===== src/hdl/dsrs_pkg.sv =====
// ----------------------------------------------------------------------------
// Download shortest-remaining scheduler package
// Shared types and constants for the controller, the datapath and the top.
// ----------------------------------------------------------------------------
`default_nettype none

package dsrs_pkg;

  localparam int ID_W     = 16;
  localparam int BYTES_W  = 32;
  localparam int SECS_W   = 16;
  localparam int COUNT_W  = 5;
  localparam int BUDGET_W = SECS_W + BYTES_W;
  localparam logic [BYTES_W-1:0] BANDWIDTH_RESET = 32'd1024;

  typedef enum logic [1:0] {
    KIND_ACCEPT = 2'd0,
    KIND_REJECT = 2'd1,
    KIND_DONE   = 2'd2,
    KIND_FINISH = 2'd3
  } kind_t;

  typedef enum logic [1:0] {
    RD_TAIL  = 2'd0,
    RD_SHIFT = 2'd1,
    RD_HEAD  = 2'd2
  } rd_sel_t;

  typedef struct packed {
    logic [ID_W-1:0]    id;
    logic [BYTES_W-1:0] rem;
  } entry_t;

  typedef struct packed {
    logic    load_in;
    logic    rd_en;
    rd_sel_t rd_sel;
    logic    idx_load;
    logic    shift_wr;
    logic    put_wr;
    logic    rem_wr;
    logic    pop;
    logic    emit;
    kind_t   kind;
  } dp_cmd_t;

  typedef struct packed {
    logic in_wait;
    logic full;
    logic empty;
    logic idx_is_one;
    logic rem_ge;
    logic budget_zero;
    logic head_fits;
    logic out_free;
  } dp_sts_t;

endpackage

`default_nettype wire


===== src/hdl/dsrs_ctrl.sv =====
// ----------------------------------------------------------------------------
// Download shortest-remaining scheduler controller
// Sequences insertion scans and budget spending over the datapath.
// ----------------------------------------------------------------------------
`default_nettype none

module dsrs_ctrl (
  input  wire logic              clk,
  input  wire logic              rst,
  input  wire logic              in_valid,
  output logic                   in_ready,
  input  wire dsrs_pkg::dp_sts_t sts,
  output dsrs_pkg::dp_cmd_t      cmd
);
  import dsrs_pkg::*;

  typedef enum logic [5:0] {
    S_IDLE  = 6'b000001,
    S_ADD   = 6'b000010,
    S_SHIFT = 6'b000100,
    S_PUT   = 6'b001000,
    S_WCHK  = 6'b010000,
    S_WCMP  = 6'b100000
  } state_t;

  state_t state;
  state_t state_next;

  always_ff @(posedge clk) begin
    if (rst) begin
      state <= S_IDLE;
    end else begin
      state <= state_next;
    end
  end

  always_comb begin
    state_next = state;
    cmd        = '0;
    cmd.rd_sel = RD_HEAD;
    cmd.kind   = KIND_ACCEPT;
    in_ready   = 1'b0;
    case (state)
      S_IDLE: begin
        in_ready = 1'b1;
        if (in_valid) begin
          cmd.load_in = 1'b1;
          state_next  = sts.in_wait ? S_WCHK : S_ADD;
        end
      end
      S_ADD: begin
        if (sts.full) begin
          if (sts.out_free) begin
            cmd.emit   = 1'b1;
            cmd.kind   = KIND_REJECT;
            state_next = S_IDLE;
          end
        end else begin
          cmd.idx_load = 1'b1;
          if (sts.empty) begin
            state_next = S_PUT;
          end else begin
            cmd.rd_en  = 1'b1;
            cmd.rd_sel = RD_TAIL;
            state_next = S_SHIFT;
          end
        end
      end
      S_SHIFT: begin
        if (sts.rem_ge) begin
          cmd.shift_wr = 1'b1;
          if (sts.idx_is_one) begin
            state_next = S_PUT;
          end else begin
            cmd.rd_en  = 1'b1;
            cmd.rd_sel = RD_SHIFT;
          end
        end else begin
          state_next = S_PUT;
        end
      end
      S_PUT: begin
        if (sts.out_free) begin
          cmd.put_wr = 1'b1;
          cmd.emit   = 1'b1;
          cmd.kind   = KIND_ACCEPT;
          state_next = S_IDLE;
        end
      end
      S_WCHK: begin
        if (sts.budget_zero || sts.empty) begin
          if (sts.out_free) begin
            cmd.emit   = 1'b1;
            cmd.kind   = KIND_FINISH;
            state_next = S_IDLE;
          end
        end else begin
          cmd.rd_en  = 1'b1;
          cmd.rd_sel = RD_HEAD;
          state_next = S_WCMP;
        end
      end
      S_WCMP: begin
        if (sts.out_free) begin
          cmd.emit = 1'b1;
          if (sts.head_fits) begin
            cmd.pop    = 1'b1;
            cmd.kind   = KIND_DONE;
            state_next = S_WCHK;
          end else begin
            cmd.rem_wr = 1'b1;
            cmd.kind   = KIND_FINISH;
            state_next = S_IDLE;
          end
        end
      end
      default: begin
        state_next = S_IDLE;
      end
    endcase
  end

endmodule

`default_nettype wire


===== src/hdl/dsrs_dp.sv =====
// ----------------------------------------------------------------------------
// Download shortest-remaining scheduler datapath
// Circular queue memory, request registers, budget and result register.
// ----------------------------------------------------------------------------
`default_nettype none

module dsrs_dp #(
  parameter int QUEUE_DEPTH = 16
) (
  input  wire logic                          clk,
  input  wire logic                          rst,
  input  wire logic                          cfg_we,
  input  wire logic [dsrs_pkg::BYTES_W-1:0]  cfg_data,
  input  wire logic                          req_type,
  input  wire logic [dsrs_pkg::ID_W-1:0]     res_id,
  input  wire logic [dsrs_pkg::BYTES_W-1:0]  res_size,
  input  wire logic [dsrs_pkg::BYTES_W-1:0]  res_done,
  input  wire logic [dsrs_pkg::SECS_W-1:0]   seconds,
  input  wire dsrs_pkg::dp_cmd_t             cmd,
  output dsrs_pkg::dp_sts_t                  sts,
  output logic                               out_valid,
  input  wire logic                          out_ready,
  output dsrs_pkg::kind_t                    out_kind,
  output logic [dsrs_pkg::ID_W-1:0]          out_id,
  output logic [dsrs_pkg::COUNT_W-1:0]       out_count,
  output logic                               out_last
);
  import dsrs_pkg::*;

  localparam int AW = $clog2(QUEUE_DEPTH);
  localparam int CW = $clog2(QUEUE_DEPTH + 1);
  localparam int LW = AW + 1;

  function automatic logic [AW-1:0] to_phys(input logic [AW-1:0] h, input logic [LW-1:0] l);
    logic [LW-1:0] s;
    s = LW'(h) + l;
    if (s >= LW'(QUEUE_DEPTH)) begin
      s = s - LW'(QUEUE_DEPTH);
    end
    return s[AW-1:0];
  endfunction

  entry_t mem [QUEUE_DEPTH];
  entry_t rd_data;

  logic [BYTES_W-1:0]  bandwidth;
  logic [ID_W-1:0]     in_id;
  logic [BYTES_W-1:0]  in_rem;
  logic [BUDGET_W-1:0] budget;
  logic [AW-1:0]       head;
  logic [CW-1:0]       count;
  logic [CW-1:0]       count_next;
  logic [CW-1:0]       idx;
  logic [LW-1:0]       rd_logical;
  logic [AW-1:0]       rd_addr;
  logic [AW-1:0]       wr_addr;
  entry_t              wr_data;
  logic                wr_en;

  always_ff @(posedge clk) begin
    if (rst) begin
      bandwidth <= BANDWIDTH_RESET;
    end else if (cfg_we) begin
      bandwidth <= cfg_data;
    end
  end

  always_ff @(posedge clk) begin
    if (cmd.load_in) begin
      in_id  <= res_id;
      in_rem <= (res_done >= res_size) ? '0 : res_size - res_done;
      budget <= BUDGET_W'(seconds) * BUDGET_W'(bandwidth);
    end else if (cmd.pop) begin
      budget <= budget - BUDGET_W'(rd_data.rem);
    end
  end

  always_comb begin
    case (cmd.rd_sel)
      RD_TAIL:  rd_logical = LW'(count) - LW'(1);
      RD_SHIFT: rd_logical = LW'(idx) - LW'(2);
      default:  rd_logical = '0;
    endcase
  end

  assign rd_addr = to_phys(head, rd_logical);
  assign wr_en   = cmd.shift_wr | cmd.put_wr | cmd.rem_wr;
  assign wr_addr = cmd.rem_wr ? head : to_phys(head, LW'(idx));

  always_comb begin
    if (cmd.shift_wr) begin
      wr_data = rd_data;
    end else if (cmd.put_wr) begin
      wr_data = '{id: in_id, rem: in_rem};
    end else begin
      wr_data = '{id: rd_data.id, rem: rd_data.rem - budget[BYTES_W-1:0]};
    end
  end

  always_ff @(posedge clk) begin
    if (wr_en) begin
      mem[wr_addr] <= wr_data;
    end
    if (cmd.rd_en) begin
      rd_data <= mem[rd_addr];
    end
  end

  always_ff @(posedge clk) begin
    if (cmd.idx_load) begin
      idx <= count;
    end else if (cmd.shift_wr) begin
      idx <= idx - CW'(1);
    end
  end

  always_comb begin
    count_next = count;
    if (cmd.put_wr) begin
      count_next = count + CW'(1);
    end else if (cmd.pop) begin
      count_next = count - CW'(1);
    end
  end

  always_ff @(posedge clk) begin
    if (rst) begin
      count <= '0;
      head  <= '0;
    end else begin
      count <= count_next;
      if (cmd.pop) begin
        head <= (head == AW'(QUEUE_DEPTH - 1)) ? '0 : head + AW'(1);
      end
    end
  end

  always_ff @(posedge clk) begin
    if (rst) begin
      out_valid <= 1'b0;
    end else if (cmd.emit) begin
      out_valid <= 1'b1;
    end else if (out_ready) begin
      out_valid <= 1'b0;
    end
  end

  always_ff @(posedge clk) begin
    if (cmd.emit) begin
      out_kind  <= cmd.kind;
      out_count <= COUNT_W'(count_next);
      out_last  <= (cmd.kind != KIND_DONE);
      case (cmd.kind)
        KIND_ACCEPT, KIND_REJECT: out_id <= in_id;
        KIND_DONE:                out_id <= rd_data.id;
        default:                  out_id <= '0;
      endcase
    end
  end

  assign sts.in_wait     = req_type;
  assign sts.full        = (count == CW'(QUEUE_DEPTH));
  assign sts.empty       = (count == '0);
  assign sts.idx_is_one  = (idx == CW'(1));
  assign sts.rem_ge      = (rd_data.rem >= in_rem);
  assign sts.budget_zero = (budget == '0);
  assign sts.head_fits   = (BUDGET_W'(rd_data.rem) <= budget);
  assign sts.out_free    = ~out_valid | out_ready;

endmodule

`default_nettype wire


===== src/hdl/download_shortest_remaining_scheduler.sv =====
// ----------------------------------------------------------------------------
// Download shortest-remaining scheduler
// Queue of pending transfers kept in order of remaining bytes, with add and
// wait requests.
//
//   Channel  Handshake            Payload
//   cfg      cfg_we               cfg_data (bandwidth)
//   in       in_valid / in_ready  req_type, res_id, res_size, res_done, seconds
//   out      out_valid / out_ready kind, done_id, queue_count, last
//
// One request is worked at a time. An add shifts larger entries one by one in the
// backward insertion scan through the queue memory.
// A wait reads each head entry from the memory before it is compared with
// the budget, and retires entries that fit until the budget is spent.
// Reset empties the queue at once and sets the bandwidth to 1024.
// A stalled result register holds the sequencer until it is taken.
// ----------------------------------------------------------------------------
`default_nettype none

module download_shortest_remaining_scheduler #(
  parameter int QUEUE_DEPTH = 16
) (
  input  wire logic                          clk,
  input  wire logic                          rst,
  input  wire logic                          cfg_we,
  input  wire logic [dsrs_pkg::BYTES_W-1:0]  cfg_data,
  input  wire logic                          in_valid,
  output logic                               in_ready,
  input  wire logic                          req_type,
  input  wire logic [dsrs_pkg::ID_W-1:0]     res_id,
  input  wire logic [dsrs_pkg::BYTES_W-1:0]  res_size,
  input  wire logic [dsrs_pkg::BYTES_W-1:0]  res_done,
  input  wire logic [dsrs_pkg::SECS_W-1:0]   seconds,
  output logic                               out_valid,
  input  wire logic                          out_ready,
  output logic [1:0]                         kind,
  output logic [dsrs_pkg::ID_W-1:0]          done_id,
  output logic [dsrs_pkg::COUNT_W-1:0]       queue_count,
  output logic                               last
);
  import dsrs_pkg::*;

  dp_cmd_t cmd;
  dp_sts_t sts;
  kind_t   out_kind;

  dsrs_ctrl u_ctrl (
    .clk      (clk),
    .rst      (rst),
    .in_valid (in_valid),
    .in_ready (in_ready),
    .sts      (sts),
    .cmd      (cmd)
  );

  dsrs_dp #(
    .QUEUE_DEPTH (QUEUE_DEPTH)
  ) u_dp (
    .clk       (clk),
    .rst       (rst),
    .cfg_we    (cfg_we),
    .cfg_data  (cfg_data),
    .req_type  (req_type),
    .res_id    (res_id),
    .res_size  (res_size),
    .res_done  (res_done),
    .seconds   (seconds),
    .cmd       (cmd),
    .sts       (sts),
    .out_valid (out_valid),
    .out_ready (out_ready),
    .out_kind  (out_kind),
    .out_id    (done_id),
    .out_count (queue_count),
    .out_last  (last)
  );

  assign kind = out_kind;

endmodule

`default_nettype wire


===== config.mk =====
export PLATFORM = sky130hd
export DESIGN_NAME = download_shortest_remaining_scheduler
export DESIGN_NICKNAME = d
export VERILOG_FILES = /design/src/hdl/dsrs_pkg.sv /design/src/hdl/dsrs_ctrl.sv /design/src/hdl/dsrs_dp.sv /design/src/hdl/download_shortest_remaining_scheduler.sv
export SDC_FILE = /design/constraint.sdc
export NUM_CORES = 2
export LEC_CHECK = 0
export BUFFER_PORTS_ARGS = -buffer_cell sky130_fd_sc_hd__buf_2
export CORE_MARGIN = 5
export CORE_UTILIZATION = 58
export DETAILED_ROUTE_END_ITERATION = 16
export PLACE_DENSITY = 0.86
export SYNTH_ARGS = -nofsm -noshare
export SYNTH_HDL_FRONTEND = slang
export SYNTH_SLANG_ARGS = --single-unit

===== constraint.sdc =====
create_clock -name clk -period 6.8 [get_ports clk]
set_input_delay 0.68 -clock clk [delete_from_list [all_inputs] [get_ports clk]]
set_output_delay 0.68 -clock clk [all_outputs]
set_load 0.02 [all_outputs]

==> flow_metrics.py <==
metrics = {
    "run_status": {
        "status": "finished clean",
    },
    "timing": {
        "relSlewSlack_pct": 22.06,
        "setup_tns_ps": 0,
        "setup_viol": 0,
        "layout_min_cycle_time_ps": 6686,
        "rsz0062_at_grt": "true",
        "max_freq_mhz": 149.6,
        "skew_ps": 66.27,
        "timing.final.crit_share_pct": 98.33,
        "holdWs_ps": 172.2,
        "worstMarginPinSlew_ps": 1169,
        "hold_viol_final": 0,
        "drv_slew": 0,
    },
    "yosys": {
        "seq_area_frac_synth_pct": 47.71,
        "synth_cells": 4796,
        "yosys-top-cells-count": "edfxtp_1 (941), inv_1 (602), nand2_1 (465)",
        "ys_ff_latch": 989,
        "synth.distinct_cells": 82,
        "yosys_warnings": 0,
        "post-synth-top-count-cell": "edfxtp_1",
        "synth_ff_type": "edfxtp_1",
        "syn_nets": 5613,
        "avgSynthCellArea_sq_um": 12.77,
        "synth-edff-count": 941,
        "yosysTopAreaCell": "edfxtp_1",
        "synth_top_area_share_pct": 46.14,
        "synth_top_cells_by_area": "edfxtp_1 (46%), fa_1 (14%), mux4_2 (7.1%), ha_1 (5.3%), inv_1 (3.7%)",
        "synthArstFlopShare_pct": 0,
        "synth_area_sq_um": 61240,
    },
    "floorplan": {
        "start_util_pct": 58.26,
        "io_pins": 160,
        "die_x_microns": 334.9,
        "core-area_sq_um": 105100,
        "die_h_microns": 334.9,
        "rows": 119,
        "die-area_sq_um": 112200,
    },
    "worst_setup_path": {
        "crit_type": "register to register",
        "startpoint_type": "register",
        "crit_fanout": 10,
        "crit_start": "u_dp.bandwidth[17]",
        "crit_required_ps": 7160,
        "cp.arrival_ps": 7050,
        "path_delay_family": "adder cells",
        "critPathMaxStageDelay_ps": 580,
        "rr_startpoint": "u_dp.bandwidth[17]",
        "cp_common_cell": "fa_1",
        "crit_path_top_delay_cell": "fa_1",
        "cp-end-kind": "register",
        "crit_buf_inv": 8,
    },
    "placement": {
        "dpl_cell_area_sq_um": 65660,
        "io_buffers": 159,
        "gp_congestion": 0.9494,
        "dp_hpwl_microns": 110700,
    },
    "routing": {
        "drc": 0,
        "viasPerCell": 6.278,
        "drt_iter0_markers": 4550,
        "dr.max_layer_used": "met5",
        "drt-total-wl_microns": 166100,
        "met3WireLength_microns": 15580,
        "wl_met1_microns": 58480,
        "via_count": 41270,
        "antenna_left": 0,
        "dr_wl_met2_microns": 82930,
        "drt_first_pass_iters": 6,
        "avgRoutedWirePerCell_microns": 25.28,
    },
    "clock_network": {
        "ctsRootBufferMaster": "clkbuf_16",
        "clkTransAtPathRegs_ps": 70,
        "numCtsBuffers": 95,
        "ctsHoldBuffers": 0,
        "h-tree-depth": 3,
        "cts_tree": "built",
        "clk_latency_ps": 710,
        "clock_sinks": 989,
        "clockBufferDepth": 3,
    },
    "grt": {
        "grt_max_degree": 72,
        "grt_pass1_wl_microns": 254100,
        "grt_pass1_vias": 42570,
        "grt_overflow": 0,
        "antenna_found_initial": 2,
        "track_usage_pct": 29.49,
    },
    "power_and_ir_drop": {
        "leakagePower_nw": 26.56,
        "power_per_cell_area_nw_per_um2": 319.4,
        "ir_drop_v": 0.0002503,
    },
    "final_layout": {
        "fin_util_pct": 65.61,
        "final_area_sq_um": 68970,
        "nets": 5920,
        "drive_above_1_share_pct": 17.37,
        "area_delta_synth_final_pct": 12.63,
    },
    "worst_hold_path": {
        "hold_path.class": "input port to register",
        "hp-start": "res_id[9]",
    },
    "run": {
        "maxCapViolations": 0,
    },
}
==> metrics by stage <==
stage | total power, W | cells | setup WS [ps]
5_1_grt | 0.02318 | 6572 | -126.8
3_5_place_dp | 0.01624 | 6396 | -501.8
4_1_cts | 0.02178 | 6571 | 2.808
6_report | 0.02203 | 6573 | 113.6
2_1_floorplan | 0.01307 | 4796 | 231.1
3_3_place_gp | 0.01602 | 6396 | -324.5
==> report_power, final <==
part | switching [W] | total [W] | internal [W]
Combinational | 0.00515 | 0.00871 | 0.00356
Sequential | 0.000212 | 0.00787 | 0.00765
Clock | 0.00246 | 0.00545 | 0.00300
Total | 0.00782 | 0.0220 | 0.0142
==> state kept, by name, indices dropped and copies added (netlist names), 6 cells and up <==
signal          count
u_dp.out_id        16
u_dp.bandwidth     32
u_dp.mem          768
u_ctrl.state        6
u_dp.in_id         16
u_dp.budget        48
u_dp.in_rem        32
u_dp.rd_data       48
==> layout make-up <==
cell class,instances,area [sq um]
Sequential cell,989,29250
Tap cell,1391,1740
Timing Repair Buffer,440,3422
Fill cell,7101,36150
Clock inverter,63,725.7
Clock buffer,112,2441
Inverter,603,2271
Antenna cell,1,2.502
Multi-Input combinational cell,2974,29120
==> layer usage <==
metal  global-route usage (%)  vias to the layer above
met5                        0                        -
met4                    13.15                        2
met3                    4.513                      558
met2                    50.44                     2690
met1                    37.70                    20600
li1                         -                    17420
==> placed cells by master, fill, tap and decap left out, types with 128 or more instances in the layout <==
master	synthesis	final
buf_4	4	239
inv_1	602	601
nor2_1	199	180
and2_1	220	220
ha_1	260	258
mux2i_1	186	186
buf_2	11	159
nand2_1	465	463
fa_1	423	422
edfxtp_1	941	941
a21oi_1	187	185
mux4_2	192	192
o21ai_0	131	128
==> worst reg2reg max path: cells and delay by family, from the launching register on <==
family	cells	cell delay (ps)
compound gates	6	980
xor+xnor	1	190
fa+ha+maj	7	3370
buf+inv	8	1040
flops	1	460
mux	1	100
simple gates	2	210
==> repair_timing <==
item | CTS | global route
setup endpoints to repair | 2 | 7
pin swaps | 0 | 2
resized for setup | 14 | 30
cloned | 0 | 0
setup buffers | 0 | 1
==> logic make-up after synthesis <==
logic type                 after synthesis  synth area share, %
AOI/OAI and AO/OA                      636                6.757
muxes                                  396                10.43
xor gates and xnor gates               152                2.174
buffers and inverters                  833                5.210
and+or+nand+nor                       1107                8.573
DFF                                    989                47.71
adders and majority gates              683                19.14
==> final timing paths <==
kind / cells past startpoint / slack [ps] / end
min reg2reg: 2 / 580 / u_dp.out_id[2]
min: 1 / 170 / u_dp.in_id[9]
max: 25 / 110 / u_dp.budget[46]
max reg2reg: 25 / 110 / u_dp.budget[46]
No activity file was read; power rests on OpenSTA's default activity.
